`src/datetime_text_to_epoch_defines.svh`:
```
// Assertion macros shared by the date-time to epoch converter.
`ifndef DATETIME_TEXT_TO_EPOCH_DEFINES_SVH
`define DATETIME_TEXT_TO_EPOCH_DEFINES_SVH
`ifndef SYNTHESIS
// The property must hold at every clock edge outside of reset.
`define DTTE_ASSERT(lbl, prop) \
  lbl: assert property (@(posedge clk_i) disable iff (!rst_ni) (prop)) \
    else $error("dtte assertion failed");
// The condition must never be seen at a clock edge outside of reset.
`define DTTE_NEVER(lbl, cond) \
  lbl: assert property (@(posedge clk_i) disable iff (!rst_ni) !(cond)) \
    else $error("dtte forbidden condition seen");
`else
`define DTTE_ASSERT(lbl, prop)
`define DTTE_NEVER(lbl, cond)
`endif
`endif

```
`src/dtte_pkg.sv`:
```
// Types, constants and tables of the date-time to epoch converter.
package dtte_pkg;

  // Characters of the literal form.
  localparam logic [7:0] CH_ZERO  = 8'h30;
  localparam logic [7:0] CH_NINE  = 8'h39;
  localparam logic [7:0] CH_DASH  = 8'h2D;
  localparam logic [7:0] CH_COLON = 8'h3A;
  localparam logic [7:0] CH_SPACE = 8'h20;
  localparam logic [7:0] CH_T     = 8'h54;

  // Depth of the record queue between the parser and the converter.
  localparam int QDEPTH = 2;
  localparam int QAW    = (QDEPTH > 1) ? $clog2(QDEPTH) : 1;
  localparam int QCW    = $clog2(QDEPTH + 1);

  // Width of the day count since 1970 and of the time of day in seconds.
  localparam int DAYS_W = 22;
  localparam int HMS_W  = 17;

  // Reciprocal of 100 for 14-bit operands: n / 100 == (n * 5243) >> 19.
  localparam logic [12:0] RECIP_100 = 13'd5243;
  localparam int          RECIP_SH  = 19;

  typedef enum logic [2:0] {
    PH_YEAR,
    PH_MONTH,
    PH_DAY,
    PH_HOUR,
    PH_MINUTE,
    PH_SECOND
  } phase_e;

  typedef enum logic [1:0] {
    BK_IDLE,
    BK_DIV,
    BK_CHECK,
    BK_SECS
  } bk_state_e;

  // One parsed literal, as handed from the parser to the converter.
  typedef struct packed {
    logic [13:0] year;
    logic [6:0]  month;
    logic [6:0]  day;
    logic [6:0]  hour;
    logic [6:0]  minute;
    logic [6:0]  second;
    logic        form_ok;
  } rec_t;

  // Days before the first of the month in a common year.
  function automatic logic [8:0] month_start_f(input logic [3:0] mo);
    logic [8:0] r;
    unique case (mo)
      4'd1:    r = 9'd0;
      4'd2:    r = 9'd31;
      4'd3:    r = 9'd59;
      4'd4:    r = 9'd90;
      4'd5:    r = 9'd120;
      4'd6:    r = 9'd151;
      4'd7:    r = 9'd181;
      4'd8:    r = 9'd212;
      4'd9:    r = 9'd243;
      4'd10:   r = 9'd273;
      4'd11:   r = 9'd304;
      4'd12:   r = 9'd334;
      default: r = 9'd0;
    endcase
    return r;
  endfunction

  // Length of the month in a common year.
  function automatic logic [4:0] month_len_f(input logic [3:0] mo);
    logic [4:0] r;
    unique case (mo)
      4'd2:                       r = 5'd28;
      4'd4, 4'd6, 4'd9, 4'd11:    r = 5'd30;
      4'd1, 4'd3, 4'd5, 4'd7,
      4'd8, 4'd10, 4'd12:         r = 5'd31;
      default:                    r = 5'd0;
    endcase
    return r;
  endfunction

endpackage

```
`src/dtte_front.sv`:
```
// Character parser: checks the literal form and collects the field values.
module dtte_front import dtte_pkg::*; (
  input  logic       clk_i,
  input  logic       rst_ni,
  input  logic       take_i,
  input  logic [7:0] char_code_i,
  input  logic       has_char_i,
  input  logic       last_i,
  output logic       push_o,
  output rec_t       rec_o
);

  phase_e      phase_q, phase_d;
  logic [2:0]  cnt_q, cnt_d;
  logic [13:0] year_q, year_d;
  logic [6:0]  month_q, month_d;
  logic [6:0]  day_q, day_d;
  logic [6:0]  hour_q, hour_d;
  logic [6:0]  minute_q, minute_d;
  logic [6:0]  second_q, second_d;
  logic        err_q, err_d;
  logic        seen_q, seen_d;

  always_comb begin
    phase_e      ph;
    logic [2:0]  cnt;
    logic [13:0] yr;
    logic [6:0]  mo, dy, hr, mi, se;
    logic        err, seen, is_digit, sep_ok;
    logic [2:0]  maxd, mind;
    logic [3:0]  dig;

    ph   = phase_q;
    cnt  = cnt_q;
    yr   = year_q;
    mo   = month_q;
    dy   = day_q;
    hr   = hour_q;
    mi   = minute_q;
    se   = second_q;
    err  = err_q;
    seen = seen_q;

    is_digit = (char_code_i >= CH_ZERO) && (char_code_i <= CH_NINE);
    dig      = 4'(char_code_i - CH_ZERO);
    maxd     = (phase_q == PH_YEAR) ? 3'd4 : 3'd2;
    mind     = (phase_q == PH_YEAR) ? 3'd4 : 3'd1;

    unique case (phase_q)
      PH_YEAR, PH_MONTH:   sep_ok = (char_code_i == CH_DASH);
      PH_DAY:              sep_ok = (char_code_i == CH_SPACE) || (char_code_i == CH_T);
      PH_HOUR, PH_MINUTE:  sep_ok = (char_code_i == CH_COLON);
      default:             sep_ok = 1'b0;
    endcase

    if (has_char_i) begin
      seen = 1'b1;
      if (!err_q) begin
        if (is_digit && (cnt_q < maxd)) begin
          cnt = 3'(cnt_q + 3'd1);
          unique case (phase_q)
            PH_YEAR:   yr = 14'(year_q * 14'd10 + 14'(dig));
            PH_MONTH:  mo = 7'(month_q * 7'd10 + 7'(dig));
            PH_DAY:    dy = 7'(day_q * 7'd10 + 7'(dig));
            PH_HOUR:   hr = 7'(hour_q * 7'd10 + 7'(dig));
            PH_MINUTE: mi = 7'(minute_q * 7'd10 + 7'(dig));
            default:   se = 7'(second_q * 7'd10 + 7'(dig));
          endcase
        end else if (cnt_q < mind) begin
          err = 1'b1;
        end else if (!sep_ok) begin
          err = 1'b1;
        end else begin
          cnt = 3'd0;
          unique case (phase_q)
            PH_YEAR:   ph = PH_MONTH;
            PH_MONTH:  ph = PH_DAY;
            PH_DAY:    ph = PH_HOUR;
            PH_HOUR:   ph = PH_MINUTE;
            default:   ph = PH_SECOND;
          endcase
        end
      end
    end

    rec_o.year    = yr;
    rec_o.month   = mo;
    rec_o.day     = dy;
    rec_o.hour    = hr;
    rec_o.minute  = mi;
    rec_o.second  = se;
    rec_o.form_ok = seen && !err && (cnt != 3'd0) &&
                    ((ph == PH_DAY) || (ph == PH_MINUTE) || (ph == PH_SECOND));
    push_o        = take_i && last_i;

    phase_d  = phase_q;
    cnt_d    = cnt_q;
    year_d   = year_q;
    month_d  = month_q;
    day_d    = day_q;
    hour_d   = hour_q;
    minute_d = minute_q;
    second_d = second_q;
    err_d    = err_q;
    seen_d   = seen_q;
    if (take_i) begin
      if (last_i) begin
        // The literal is complete: start over for the next one.
        phase_d  = PH_YEAR;
        cnt_d    = 3'd0;
        year_d   = 14'd0;
        month_d  = 7'd0;
        day_d    = 7'd0;
        hour_d   = 7'd0;
        minute_d = 7'd0;
        second_d = 7'd0;
        err_d    = 1'b0;
        seen_d   = 1'b0;
      end else begin
        phase_d  = ph;
        cnt_d    = cnt;
        year_d   = yr;
        month_d  = mo;
        day_d    = dy;
        hour_d   = hr;
        minute_d = mi;
        second_d = se;
        err_d    = err;
        seen_d   = seen;
      end
    end
  end

  always_ff @(posedge clk_i or negedge rst_ni) begin
    if (!rst_ni) begin
      phase_q  <= PH_YEAR;
      cnt_q    <= 3'd0;
      year_q   <= 14'd0;
      month_q  <= 7'd0;
      day_q    <= 7'd0;
      hour_q   <= 7'd0;
      minute_q <= 7'd0;
      second_q <= 7'd0;
      err_q    <= 1'b0;
      seen_q   <= 1'b0;
    end else begin
      phase_q  <= phase_d;
      cnt_q    <= cnt_d;
      year_q   <= year_d;
      month_q  <= month_d;
      day_q    <= day_d;
      hour_q   <= hour_d;
      minute_q <= minute_d;
      second_q <= second_d;
      err_q    <= err_d;
      seen_q   <= seen_d;
    end
  end

endmodule

```
`src/dtte_queue.sv`:
```
// Short record queue that decouples the parser from the converter.
module dtte_queue import dtte_pkg::*; (
  input  logic clk_i,
  input  logic rst_ni,
  input  logic push_i,
  input  rec_t push_data_i,
  output logic full_o,
  input  logic pop_i,
  output rec_t pop_data_o,
  output logic empty_o
);

  rec_t             mem_q [QDEPTH];
  logic [QAW-1:0]   wr_ptr_q, wr_ptr_d;
  logic [QAW-1:0]   rd_ptr_q, rd_ptr_d;
  logic [QCW-1:0]   cnt_q, cnt_d;
  logic             do_push, do_pop;

  assign full_o     = (cnt_q == QCW'(QDEPTH));
  assign empty_o    = (cnt_q == '0);
  assign do_push    = push_i && !full_o;
  assign do_pop     = pop_i && !empty_o;
  assign pop_data_o = mem_q[rd_ptr_q];

  always_comb begin
    wr_ptr_d = wr_ptr_q;
    rd_ptr_d = rd_ptr_q;
    cnt_d    = cnt_q;
    if (do_push) begin
      wr_ptr_d = (wr_ptr_q == QAW'(QDEPTH - 1)) ? '0 : QAW'(wr_ptr_q + 1'b1);
    end
    if (do_pop) begin
      rd_ptr_d = (rd_ptr_q == QAW'(QDEPTH - 1)) ? '0 : QAW'(rd_ptr_q + 1'b1);
    end
    if (do_push && !do_pop) begin
      cnt_d = QCW'(cnt_q + 1'b1);
    end else if (do_pop && !do_push) begin
      cnt_d = QCW'(cnt_q - 1'b1);
    end
  end

  always_ff @(posedge clk_i or negedge rst_ni) begin
    if (!rst_ni) begin
      wr_ptr_q <= '0;
      rd_ptr_q <= '0;
      cnt_q    <= '0;
    end else begin
      wr_ptr_q <= wr_ptr_d;
      rd_ptr_q <= rd_ptr_d;
      cnt_q    <= cnt_d;
    end
  end

  always_ff @(posedge clk_i) begin
    if (do_push) begin
      mem_q[wr_ptr_q] <= push_data_i;
    end
  end

endmodule

```
`src/dtte_back.sv`:
```
// Converter: range checks a parsed literal and computes its epoch seconds.
module dtte_back import dtte_pkg::*; (
  input  logic        clk_i,
  input  logic        rst_ni,
  input  logic        q_empty_i,
  input  rec_t        q_data_i,
  output logic        q_pop_o,
  output logic [37:0] epoch_seconds_o,
  output logic        ok_o,
  output logic        empty_o,
  input  logic        pop_i
);

  bk_state_e          state_q, state_d;
  rec_t               rec_q;
  logic [7:0]         q100_q;
  logic [DAYS_W-1:0]  days_q;
  logic [HMS_W-1:0]   hms_q;
  logic               good_q;
  logic               out_valid_q, out_valid_d;
  logic [37:0]        epoch_q;
  logic               ok_q;

  logic               cap_en, div_en, check_en, out_we;
  logic               slot_free;
  logic [13:0]        prev_year;
  logic [26:0]        div_prod;
  logic [6:0]         rem100;
  logic               is_leap;
  logic [3:0]         mo4;
  logic [5:0]         dim;
  logic               good_c;
  logic [DAYS_W-1:0]  days_c;
  logic [HMS_W-1:0]   hms_c;
  logic [38:0]        secs_c;

  assign slot_free = !out_valid_q || pop_i;

  // Next state.
  always_comb begin
    state_d = state_q;
    unique case (state_q)
      BK_IDLE:  if (!q_empty_i) state_d = BK_DIV;
      BK_DIV:   state_d = BK_CHECK;
      BK_CHECK: state_d = BK_SECS;
      BK_SECS:  if (slot_free) state_d = BK_IDLE;
      default:  state_d = BK_IDLE;
    endcase
  end

  // Outputs of the sequencer.
  always_comb begin
    cap_en   = 1'b0;
    div_en   = 1'b0;
    check_en = 1'b0;
    out_we   = 1'b0;
    unique case (state_q)
      BK_IDLE:  cap_en   = !q_empty_i;
      BK_DIV:   div_en   = 1'b1;
      BK_CHECK: check_en = 1'b1;
      BK_SECS:  out_we   = slot_free;
      default:  ;
    endcase
  end

  assign q_pop_o = cap_en;

  // Quotient of (year - 1) by 100 through a reciprocal multiply.
  assign prev_year = 14'(rec_q.year - 14'd1);
  assign div_prod  = 27'(prev_year) * 27'(RECIP_100);

  // Leap rules, derived from (year - 1) / 100 and its remainder.
  assign rem100  = 7'(prev_year - 14'(q100_q) * 14'd100);
  assign is_leap = ((rec_q.year[1:0] == 2'd0) && (rem100 != 7'd99)) ||
                   ((rem100 == 7'd99) && (q100_q[1:0] == 2'd3));
  assign mo4     = rec_q.month[3:0];
  assign dim     = 6'(month_len_f(mo4)) + 6'((mo4 == 4'd2) && is_leap);

  always_comb begin
    logic month_ok;
    month_ok = (rec_q.month >= 7'd1) && (rec_q.month <= 7'd12);
    good_c = rec_q.form_ok &&
             (rec_q.year >= 14'd1970) && (rec_q.year <= 14'd9999) && month_ok &&
             (rec_q.day >= 7'd1) && (rec_q.day <= 7'(dim)) &&
             (rec_q.hour <= 7'd23) && (rec_q.minute <= 7'd59) &&
             (rec_q.second <= 7'd60);
  end

  assign days_c = DAYS_W'(14'(rec_q.year - 14'd1970)) * DAYS_W'(365) +
                  DAYS_W'(prev_year >> 2) - DAYS_W'(q100_q) + DAYS_W'(q100_q >> 2) -
                  DAYS_W'(477) + DAYS_W'(month_start_f(mo4)) +
                  DAYS_W'((mo4 > 4'd2) && is_leap) + DAYS_W'(rec_q.day) - DAYS_W'(1);
  assign hms_c  = HMS_W'(rec_q.hour) * HMS_W'(3600) + HMS_W'(rec_q.minute) * HMS_W'(60) +
                  HMS_W'(rec_q.second);
  assign secs_c = 39'(days_q) * 39'd86400 + 39'(hms_q);

  always_comb begin
    out_valid_d = out_valid_q;
    if (out_we) begin
      out_valid_d = 1'b1;
    end else if (pop_i) begin
      out_valid_d = 1'b0;
    end
  end

  always_ff @(posedge clk_i or negedge rst_ni) begin
    if (!rst_ni) begin
      state_q     <= BK_IDLE;
      out_valid_q <= 1'b0;
    end else begin
      state_q     <= state_d;
      out_valid_q <= out_valid_d;
    end
  end

  always_ff @(posedge clk_i) begin
    if (cap_en) begin
      rec_q <= q_data_i;
    end
    if (div_en) begin
      q100_q <= div_prod[RECIP_SH +: 8];
    end
    if (check_en) begin
      days_q <= days_c;
      hms_q  <= hms_c;
      good_q <= good_c;
    end
    if (out_we) begin
      epoch_q <= good_q ? secs_c[37:0] : 38'd0;
      ok_q    <= good_q;
    end
  end

  assign epoch_seconds_o = epoch_q;
  assign ok_o            = ok_q;
  assign empty_o         = !out_valid_q;

endmodule

```
`src/datetime_text_to_epoch.sv`:
```
// Top level of the date-time literal to UTC epoch seconds converter.
// One transaction per cycle is taken while full is low; full is set only by a full queue.
// A result is ready once the last character's record has passed the queue and the converter
// sequencer's idle, divide, check and seconds states; two parsed literals can queue ahead.
// Reset is asynchronous and active low; it clears the parser, queue pointers and valid flag.
`include "datetime_text_to_epoch_defines.svh"
module datetime_text_to_epoch import dtte_pkg::*; (
  input  logic        clk_i,
  input  logic        rst_ni,
  input  logic        push,
  output logic        full,
  input  logic [7:0]  char_code_i,
  input  logic        has_char_i,
  input  logic        last_i,
  output logic        empty,
  input  logic        pop,
  output logic [37:0] epoch_seconds_o,
  output logic        ok_o
);

  // The front parser works on each character as it arrives. It accepts a
  // transaction whenever the record queue has room, so a long literal streams
  // through at full rate while the converter finishes the previous one.
  logic take;
  logic q_push;
  rec_t q_push_data;
  logic q_full;
  logic q_pop;
  rec_t q_pop_data;
  logic q_empty;

  assign take = push && !q_full;
  assign full = q_full;

  dtte_front u_front (
    .clk_i       (clk_i),
    .rst_ni      (rst_ni),
    .take_i      (take),
    .char_code_i (char_code_i),
    .has_char_i  (has_char_i),
    .last_i      (last_i),
    .push_o      (q_push),
    .rec_o       (q_push_data)
  );

  // Each completed literal becomes one record in this queue, including
  // literals that already broke the form, so every last character yields
  // exactly one result.
  dtte_queue u_queue (
    .clk_i       (clk_i),
    .rst_ni      (rst_ni),
    .push_i      (q_push),
    .push_data_i (q_push_data),
    .full_o      (q_full),
    .pop_i       (q_pop),
    .pop_data_o  (q_pop_data),
    .empty_o     (q_empty)
  );

  // The back converter takes a record, divides the year minus one by 100, checks the
  // ranges and counts days, then scales the day count to seconds. Its
  // result register is the output side of the block.
  dtte_back u_back (
    .clk_i           (clk_i),
    .rst_ni          (rst_ni),
    .q_empty_i       (q_empty),
    .q_data_i        (q_pop_data),
    .q_pop_o         (q_pop),
    .epoch_seconds_o (epoch_seconds_o),
    .ok_o            (ok_o),
    .empty_o         (empty),
    .pop_i           (pop)
  );

  // A completed literal is only produced when the queue had room for it.
  `DTTE_NEVER(a_no_queue_overflow, q_push && q_full)
  // The converter never takes a record that is not there.
  `DTTE_NEVER(a_no_queue_underflow, q_pop && q_empty)
  // A rejected literal always reports zero seconds.
  `DTTE_ASSERT(a_invalid_is_zero, (!empty && !ok_o) |-> (epoch_seconds_o == 38'd0))
  // No valid result lies beyond the end of year 9999.
  `DTTE_ASSERT(a_epoch_bound, !empty |-> (epoch_seconds_o <= 38'd253402300800))

endmodule
```
`config.mk`:
```
export PLATFORM = sky130hd
export DESIGN_NAME = datetime_text_to_epoch
export DESIGN_NICKNAME = d
export VERILOG_FILES = /design/src/dtte_pkg.sv /design/src/dtte_front.sv /design/src/dtte_queue.sv /design/src/dtte_back.sv /design/src/datetime_text_to_epoch.sv
export VERILOG_INCLUDE_DIRS = /design/src /design/src/src
export SDC_FILE = /design/constraint.sdc
export NUM_CORES = 1
export LEC_CHECK = 0
export ABC_CLOCK_PERIOD_IN_PS = 12950
export BUFFER_PORTS_ARGS = -buffer_cell sky130_fd_sc_hd__buf_2
export CAP_MARGIN = 5
export CORE_ASPECT_RATIO = 0.75
export CORE_MARGIN = 5
export CORE_UTILIZATION = 49
export DETAILED_ROUTE_END_ITERATION = 10
export SYNTH_ARGS = -nofsm -noshare
export SYNTH_HDL_FRONTEND = slang
export SYNTH_SLANG_ARGS = --single-unit
```
`constraint.sdc`:
```
create_clock -name clk_i -period 12.95 [get_ports clk_i]
set_input_delay 1.295 -clock clk_i [delete_from_list [all_inputs] [get_ports clk_i]]
set_output_delay 1.295 -clock clk_i [all_outputs]
set_load 0.01 [all_outputs]
```
* Yosys cells after proc, flatten, opt, wreduce, memory -nomap -nowiden
Memory sizes are Yosys's and may differ from the RTL's. A register that Yosys moved wholly into a read port is not among the register bits.
Index checks and enable logic that the tools add are counted.
** Word-level totals
- Logic and storage cells :: 213
- Bits in writable memories :: 100
- Latch bits :: 0
- Bits in registers :: 151
- Memories :: 3
- ROM bits :: 224
** Memory list
- (name not given) :: depth 16, bits a word 9, read ports 1, clocked after memory_dff 0, write ports 0, RTL line dtte_pkg.sv:55 : unique case (mo)
- u_queue.mem_q :: depth 2, bits a word 50, read ports 1, clocked after memory_dff 1, write ports 1, RTL line dtte_queue.sv:13 : rec_t mem_q [QDEPTH];
- (name not given) :: depth 16, bits a word 5, read ports 1, clocked after memory_dff 0, write ports 0, RTL line dtte_pkg.sv:76 : unique case (mo)
** Operators by class
- Shift operators :: 0
- $mul :: 12
- Order comparisons :: 14
- Bitwise logic cells :: 0
- Equal/unequal tests :: 21
- Reduce and logical (&&, ||, !) cells :: 46
- Multiplexer cells :: 69
- $add $sub $neg :: 27
- Div/mod/pow operators :: 0
** Operators with widths (number)
- 7-bit two-way mux :: 25
- 14-bit two-way mux :: 5
- 3-bit two-way mux :: 14
- 38-bit by 17-bit adder with 38-bit output :: 1
- 7-bit by 4-bit adder with 7-bit output :: 5
- 7-bit by 3-bit multiplier with 6-bit output, second input constant :: 5
- 22-bit by 10-bit multiplier with 31-bit output, second input constant :: 1
- 14-bit by 13-bit multiplier with 27-bit output, second input constant :: 1
- 8-bit by 6-bit equality test with 1-bit output, second input constant :: 3
- 1-bit logical AND :: 24
- 22-bit by 1-bit adder with 22-bit output :: 1
- 22-bit by 12-bit adder with 22-bit output :: 1
- 22-bit by 6-bit adder with 22-bit output :: 1
- 22-bit by 7-bit adder with 22-bit output :: 1
- 22-bit by 9-bit adder with 22-bit output :: 1
- 14-bit by 9-bit multiplier with 22-bit output, second input constant :: 1
- 22-bit by 1-bit subtractor with 22-bit output, second input constant :: 1
- 22-bit by 8-bit subtractor with 22-bit output :: 1
- 22-bit by 9-bit subtractor with 22-bit output, second input constant :: 1
- 1-bit two-way mux :: 18
- 17-bit by 13-bit adder with 17-bit output :: 1
- 17-bit by 7-bit adder with 17-bit output :: 1
- 14-bit by 4-bit adder with 14-bit output :: 1
- 14-bit by 11-bit >= comparator with 1-bit output, second input constant :: 1
- other kinds (47) :: 74

* Depth between registers and ports, before layout
Gate-level depths: netlist (run 1).
- Depth after elaboration :: 12
- Depth in mapped cells :: 36
- Gate-level depth less buffers :: 36

* Cells and area by module
From an unflattened synthesis (run 1), not the netlist that was laid out.
** Unflattened totals
- Cell total of the unflattened synthesis :: 2715
- Area, all modules :: 29569.6 um2
** By module, submodules not included
- dtte_back :: sequential area each 4429.2 um2, cells an instance 2053, area an instance 20624.8 um2, times used 1
- dtte_front :: sequential area each 1426.4 um2, cells an instance 486, area an instance 4873.4 um2, times used 1
- dtte_queue :: sequential area each 3103.0 um2, cells an instance 175, area an instance 4057.6 um2, times used 1
- datetime_text_to_epoch :: sequential area each 0.0 um2, cells an instance 1, area an instance 13.8 um2, times used 1

* Least setup slack after synthesis (run 1)
OpenSTA, ideal clock, no wires.
- Path kind :: reg2reg
- From :: register, netlist name u_back.rec_q[36]
- To :: register u_back.days_q[21] (data pin)
- Path slack :: 4.709 ns
- Cell stages (with the launch flop) :: 30
- Required time :: 12.684 ns
- Buffers on the path :: 0
- Clock period less this slack :: 8.241 ns
- Arrival time :: 7.975 ns
- Setup time :: 0.266 ns
- Cells stage by stage :: edfxtp_1 -> inv_1 -> ha_1 -> nor3b_1 -> xor2_1 -> ha_1 -> a21oi_1 -> xor2_1 -> nor3_1 -> mux2i_1 -> a21oi_1 -> fa_1 -> fa_1 -> ha_1 -> ha_1 -> inv_1 -> fa_1 -> fa_1 -> inv_1 -> ha_1 -> a211oi_1 -> o211ai_1 -> a41oi_1 -> o21ai_0 -> or4_1 -> a31oi_1 -> nor2b_1 -> o21a_1 -> o41ai_1 -> xnor2_1
** Between the ends
- Word-level cells in the longest chain between the ends :: 10
- Elaborated cells on any way between the ends :: 19
** RTL lines
- 14-bit by 11-bit subtractor with 14-bit output :: RTL line dtte_back.sv:89 : assign days_c = DAYS_W'(14'(rec_q.year - 14'd1970)) * DAYS_W'(365) +
- 14-bit by 9-bit multiplier with 22-bit output :: RTL line dtte_back.sv:89
- 22-bit by 12-bit adder with 22-bit output :: RTL line dtte_back.sv:89
- 22-bit by 8-bit subtractor with 22-bit output :: RTL line dtte_back.sv:90 : DAYS_W'(prev_year >> 2) - DAYS_W'(q100_q) + DAYS_W'(q100_q >> 2) -
- 22-bit by 6-bit adder with 22-bit output :: RTL line dtte_back.sv:90
- 22-bit by 9-bit subtractor with 22-bit output :: RTL line dtte_back.sv:90
- 22-bit by 9-bit adder with 22-bit output :: RTL line dtte_back.sv:91 : DAYS_W'(477) + DAYS_W'(month_start_f(mo4)) +
- 22-bit by 1-bit adder with 22-bit output (*) :: RTL line dtte_back.sv:91
- 22-bit by 7-bit adder with 22-bit output (*) :: RTL line dtte_back.sv:92 : DAYS_W'((mo4 > 4'd2) && is_leap) + DAYS_W'(rec_q.day) - DAYS_W'(1);
- 22-bit by 1-bit subtractor with 22-bit output (*) :: RTL line dtte_back.sv:92
- net u_back.days_c[21] :: RTL line dtte_back.sv:33 : logic [DAYS_W-1:0] days_c;
- end signal, assigned :: RTL line dtte_back.sv:124 : days_q <= days_c;
- end, declared :: RTL line dtte_back.sv:17 : logic [DAYS_W-1:0] days_q;
Mark *: on every way through the listed nets, which the timed path passes. The rest lies on a longest branch.
A chain may end at the register's enable or synchronous reset.

* Worst setup path in the final report (run 1)
- From :: register, netlist name u_back.rec_q[36]
- To :: register u_back.days_q[21] (data pin)
** Between the ends
- Word-level cells in the longest chain between the ends :: 10
- Elaborated cells on any way between the ends :: 19
** RTL lines (RTL line)
- 14-bit by 11-bit subtractor with 14-bit output :: dtte_back.sv:89
- 14-bit by 9-bit multiplier with 22-bit output :: dtte_back.sv:89
- 22-bit by 12-bit adder with 22-bit output :: dtte_back.sv:89
- 22-bit by 8-bit subtractor with 22-bit output :: dtte_back.sv:90
- 22-bit by 6-bit adder with 22-bit output :: dtte_back.sv:90
- 22-bit by 9-bit subtractor with 22-bit output :: dtte_back.sv:90
- 22-bit by 9-bit adder with 22-bit output :: dtte_back.sv:91
- 22-bit by 1-bit adder with 22-bit output (*) :: dtte_back.sv:91
- 22-bit by 7-bit adder with 22-bit output (*) :: dtte_back.sv:92
- 22-bit by 1-bit subtractor with 22-bit output (*) :: dtte_back.sv:92
- net u_back.days_c[21] :: dtte_back.sv:33
Marked as above.

==> results of run 1 <==
==> cell families after synthesis <==
| kind of cell | Yosys count |
|---|---|
| AOI/OAI and AO/OA | 389 |
| muxes | 86 |
| adders and majority gates | 693 |
| and+or+nand+nor | 420 |
| buffers and inverters | 575 |
| xor gates and xnor gates | 188 |
| DFF | 301 |
==> state kept, by name (all words and copies together) (netlist names), 8 cells and up <==
name	cells
u_back.days_q	22
u_back.epoch_seconds_o	38
u_back.hms_q	17
u_back.q100_q	8
u_back.rec_q	46
u_front.year_q	14
u_queue.mem_q	100
==> Yosys cell counts (all sizes together), types with 13 or more instances <==
master | n | area (um2)
nor2 | 98 | 368
nor3 | 27 | 146
nand2 | 105 | 394
clkbuf | 35 | 141
dfrtp | 64 | 1600
nor4 | 13 | 87.6
mux2 | 77 | 867
o21bai | 15 | 113
a22o | 49 | 429
nand4 | 17 | 121
xor2 | 49 | 429
a21o | 28 | 213
a21oi | 98 | 498
o21ai | 105 | 526
fa | 230 | 4600
ha | 463 | 5790
nand2b | 19 | 119
nand3 | 33 | 165
xnor2 | 139 | 1220
inv | 528 | 1980
and2 | 26 | 165
edfxtp | 237 | 7120
nor2b | 20 | 125
==> worst max path at each step <==
stage                           from                end  slack (ns)  cells past startpoint
global route        u_back.rec_q[36]  u_back.days_q[21]        2.77                     29
global placement    u_back.rec_q[36]  u_back.days_q[21]        3.73                     29
floorplan           u_back.rec_q[36]  u_back.days_q[21]        4.71                     29
detailed placement  u_back.rec_q[36]  u_back.days_q[21]        3.46                     29
CTS                 u_back.rec_q[36]  u_back.days_q[21]        3.46                     29
finish              u_back.rec_q[36]  u_back.days_q[21]        3.39                     29
==> layer usage <==
layer,GRT usage,routed length (um),share of wire,up-vias
met5,0,0,0,-
met4,0.0254,646,0.011,0
met3,0.0312,2460,0.042,58
met2,0.295,25700,0.44,237
met1,0.285,30000,0.51,9057
li1,-,-,-,9089
==> cell type report <==
type	count	area (um2)	area share
clock buffers	38	843	0.0272
well taps	780	976	0.0315
inverters	529	1990	0.0641
multi-input cells	1776	17800	0.575
clock inverters	20	304	0.00981
flip-flops and latches	301	8720	0.281
repair buffers	65	353	0.0114
==> per-stage QoR <==
stage | hold slack (ns) | cells | cell area [um2]
after global placement | 0.439 | 3451 | 29800
after global routing | 0.473 | 3509 | 31000
after floorplan | 0.427 | 2652 | 28700
after detailed placement | 0.435 | 3451 | 29800
final | 0.451 | 3509 | 31000
after CTS | 0.452 | 3509 | 31000
==> run_results.csv, run 1 <==
group,metric,value,unit
global_routing,grt_pass1_wl,98000,um
critical_path,max_stage_delay,0.80,ns
clocking,cts_setup_buffers,0,
logic_synthesis,syn_inst,2652,
clocking,clkSinkCount,301,
logic_synthesis,synthMuxAreaShare,0.0338,
die,core,57700,um2
critical_path,startpoint_type,"register",
run_status,status,"completed",
clocking,cts_buffers,31,
critical_path,slowest_stage,"xor2_1",
logic_synthesis,synthXorXnorAreaFrac,0.0574,
layout,drive_above_1_share,0.0850,
die,die_w,289,um
logic_synthesis,synth_seq_cells,301,
sta,slew_violations,0,
logic_synthesis,ys.flop_type,"edfxtp_1",
sta,worstMarginPinSlew,1.15,ns
sta,setup_tns,0,ns
die,die_area,63500,um2
route,wl_per_cell,16.7,um
clocking,clock_latency,0.59,ns
route,wl,58800,um
route,drc,0,
logic_synthesis,synth_fa_ha_area_frac,0.362,
sta,hold_violations,0,
clocking,cts_tree,"done",
route,drt_pass1_iterations,5,
critical_path,worst-path-max-fanout,8,
logic_synthesis,syn_area_per_cell,10.8,um2
placement,numPortBuffers,54,
placement,place_ws,3.46,ns
critical_path,reg2reg_from,"u_back.rec_q[36]",
layout,area_growth_syn_to_layout,7.97,%
hold_path,hold_path_end,"u_back.hms_q[1]",
sta,rsz0062_at_grt,"no",
layout,fill_cells,5119,
logic_synthesis,synth-simple-area-share,0.0766,
layout,final_common_cell,"inv_1",
placement,hpwl,47200,um
die,floorplan.rows,76,
sta,finalSetupViolations,0,
logic_synthesis,synth_top_family_by_area,"adder cells",
clocking,hold_buffers,0,
sta,fmaxAchievable,105,MHz
critical_path,path_class,"register to register",
route,drt-vias-per-instance,5.26,
logic_synthesis,yosysUniqueCellTypes,86,
route,vias,18400,
clocking,htreeDepth,1,
sta,finalCritPeriodShare,0.738,
layout,diodes,0,
global_routing,grtUsageTotal,0.189,
sta,final.min_clock_period,9.56,ns
clocking,clk_pin_slew,0.08,ns
logic_synthesis,synth_compound_area_frac,0.0894,
layout,layout_common_cells,"527 x inv_1, 462 x ha_1, 237 x edfxtp_1",
clocking,ctsResizeCount,0,
critical_path,ff2ff_path_depth,29,
hold_path,whs_path_depth,0,
critical_path,arrival,9.89,ns
critical_path,reg2reg_slack,3.39,ns
sta,max_slew_margin,0.236,
global_routing,overflow,0,
logic_synthesis,synth-seq-area-share,0.304,
route,final_antenna_net_count,0,
critical_path,timing.rr.end,"u_back.days_q[21]",
hold_path,min_path_type,"register to register",
die,start_util,0.497,
die,ios,55,
global_routing,grt_start_max_net_pins,65,
die,fp.dieH,220,um
critical_path,critPathMostFrequentCell,"ha_1",
critical_path,path_delay_family,"adder cells",
layout,layout.nets,3411,
logic_synthesis,async_flop_share,0.213,
layout,utilization,0.537,
global_routing,grt_pass1_vias,19000,
logic_synthesis,ys_warn_count,0,
route,drt_iter0_drc,869,
hold_path,hold_path_startpoint,"u_back.rec_q[2]",
critical_path,cp_data_required_time,13.28,ns
logic_synthesis,synth_area,28700,um2
global_routing,antenna_found_initial,0,
logic_synthesis,syn-num-nets,3359,
logic_synthesis,synth_edf_count,237,
critical_path,endpoint_kind,"register",
placement,gp_congestion,0.913,
sta,finalClockSkew,0.0209,ns
clocking,cts_root_buf,"clkbuf_16",
clocking,cts_max_path_buffers,3,
flow_run,cap_viol_max_count,0,
sta,layout_setup_ws,3.39,ns
critical_path,cp_num_buf_inv,3,
Power of run 1 is left out: the tool's default activity adds up to more than one toggle a clock period on the data nets, which glitch-free logic cannot reach.
==> run 2: changes to the inputs <==
ABC_CLOCK_PERIOD_IN_PS = 8109   (was 12950)
PLACE_DENSITY = 0.67   (was default)
clock period = 8.11 ns   (was 12.95 ns; I/O delays follow)
==> run 2 against run 1 <==
Against the previous run: clock-buffer cell count grew 2; sequential share of layout area decreased by 0.20 points; worst setup slack worse by 3.0 ns; flip-flop and latch count did not move; fmax grew 24%; die area stayed put; via count increased by 1.3%.
==> run_results.csv, run 2 (synthesis gave the netlist of run 1 again) <==
group,metric,value,unit
run_status,status,"completed",
layout,largestRegisters,"u_queue.mem_q: 100 flops, u_back.rec_q: 46 flops, u_back.epoch_seconds_o: 38 flops",
clocking,cts_max_path_buffers,3,
clocking,cts_tree,"done",
layout,drive_above_1_share,0.101,
clocking,clock_latency,0.59,ns
layout,area_growth_syn_to_layout,8.76,%
critical_path,path_class,"register to register",
route,drt_iter0_drc,950,
placement,hpwl,47100,um
layout,final_common_cell,"inv_1",
die,floorplan.rows,76,
global_routing,antenna_found_initial,1,
placement,placedCellCount,3470,
clocking,hold_buffers,0,
clocking,clk_pin_slew,0.07,ns
sta,finalCritPeriodShare,0.949,
sta,final.min_clock_period,7.70,ns
sta,hold_violations,0,
layout,layout_common_cells,"525 x inv_1, 461 x ha_1, 237 x edfxtp_1",
layout,layout.nets,3432,
die,core,57700,um2
die,fp.dieH,220,um
clocking,cts_buffers,31,
global_routing,grtUsageTotal,0.187,
clocking,cts_root_buf,"clkbuf_16",
route,drt-vias-per-instance,5.29,
die,die_area,63500,um2
critical_path,max_stage_delay,0.50,ns
sta,finalSetupViolations,0,
clocking,clkSinkCount,301,
critical_path,endpoint_kind,"register",
die,die_w,289,um
sta,finalClockSkew,0.0150,ns
critical_path,path_delay_family,"adder cells",
global_routing,grt_pass1_wl,97700,um
critical_path,startpoint_type,"register",
critical_path,cp_num_buf_inv,5,
global_routing,overflow,0,
global_routing,grt_start_max_net_pins,65,
critical_path,arrival,8.03,ns
layout,regArea,8720,um2
hold_path,min_path_type,"input pin to async pin",
die,ios,55,
sta,slew_violations,0,
layout,final_cell_area,31200,um2
sta,max_slew_margin,0.254,
layout,regMostFlops,"u_queue.mem_q",
critical_path,critPathMostFrequentCell,"ha_1",
layout,fill_cells,4928,
layout,utilization,0.541,
route,wl_per_cell,16.6,um
layout,largest_register_ffs,100,
sta,worstMarginPinSlew,1.12,ns
placement,numPortBuffers,54,
die,start_util,0.497,
placement,dpl_cell_area,30000,um2
flow_run,cap_viol_max_count,0,
layout,instances_no_fill,3532,
route,vias,18700,
placement,gp_congestion,0.948,
route,drc,0,
route,final_antenna_net_count,0,
layout,multiInputGateArea,17900,um2
clocking,htreeDepth,1,
global_routing,grt_pass1_vias,19500,
critical_path,slowest_stage,"fa_1",
critical_path,worst-path-max-fanout,3,
route,wl,58600,um
sta,fmaxAchievable,130,MHz
critical_path,cp_data_required_time,8.44,ns
route,drt_pass1_iterations,5,
sta,hold_ws,0.419,ns
run 2: changes by cell type in the layout (fill, tap and decap cells not counted), moves of 3 or more:
cell / delta
buf_4: +21
bufinv_16: -4
a21oi_1: -3
a21oi_2: +3
run 2: timing repair:
item	4_1_cts	5_1_grt
setup buffers	1	1
endpoints found under the hold margin	0	0
pin swaps	0	10
setup endpoints to repair	1	7
gates resized for setup	2	20
run 2: worst register-to-register path, delay by kind of cell, from the launching register on:
family | cells | cell delay (ns)
xor gates and xnor gates | 5 | 0.66
DFF | 1 | 0.41
and+or+nand+nor | 5 | 1.00
AOI/OAI and AO/OA | 9 | 1.79
buffers and inverters | 5 | 0.32
adders and majority gates | 9 | 2.96
muxes | 1 | 0.31
run 2: routing by layer:
| metal | vias to the layer above | routed length (um) | track usage |
|---|---|---|---|
| li1 | 9125 | - | - |
| met1 | 9194 | 28700 | 0.275 |
| met2 | 300 | 26400 | 0.301 |
| met3 | 64 | 2730 | 0.0268 |
| met4 | 0 | 800 | 0.0306 |
| met5 | - | 0 | 0 |
run 2: cell type report:
cell class,instances,share of cell area
clock inverters,18,0.00682
well taps,780,0.0313
inverters,529,0.0636
clock buffers,40,0.0286
multi-input cells,1776,0.574
flip-flops and latches,301,0.279
repair buffers,86,0.0164
diodes,2,0.000160
run 2: through the flow:
step / TNS, ns / setup WS, ns
2_1_floorplan: 0 / 0.0235
5_1_grt: -0.0244 / -0.0244
3_3_place_gp: 0 / 0.139
3_5_place_dp: -0.116 / -0.116
6_report: 0 / 0.414
4_1_cts: 0 / 0.0112
run 2: final timing paths:
| check | start | end | cells past startpoint | slack, ns |
|---|---|---|---|---|
| worst max-delay path | u_back.rec_q[37] | u_back.days_q[21] | 34 | 0.41 |
| worst min-delay path | rst_ni | u_queue.cnt_q[0] | 2 | 0.42 |
| worst max register to register | u_back.rec_q[37] | u_back.days_q[21] | 34 | 0.41 |
| worst min register to register | u_back.rec_q[1] | u_back.hms_q[0] | 0 | 0.46 |
| max in group asynchronous | rst_ni | u_queue.rd_ptr_q | 2 | 7.06 |
| min in group clk_i | u_back.rec_q[1] | u_back.hms_q[0] | 0 | 0.46 |
Power of run 2 is left out for the same reason.
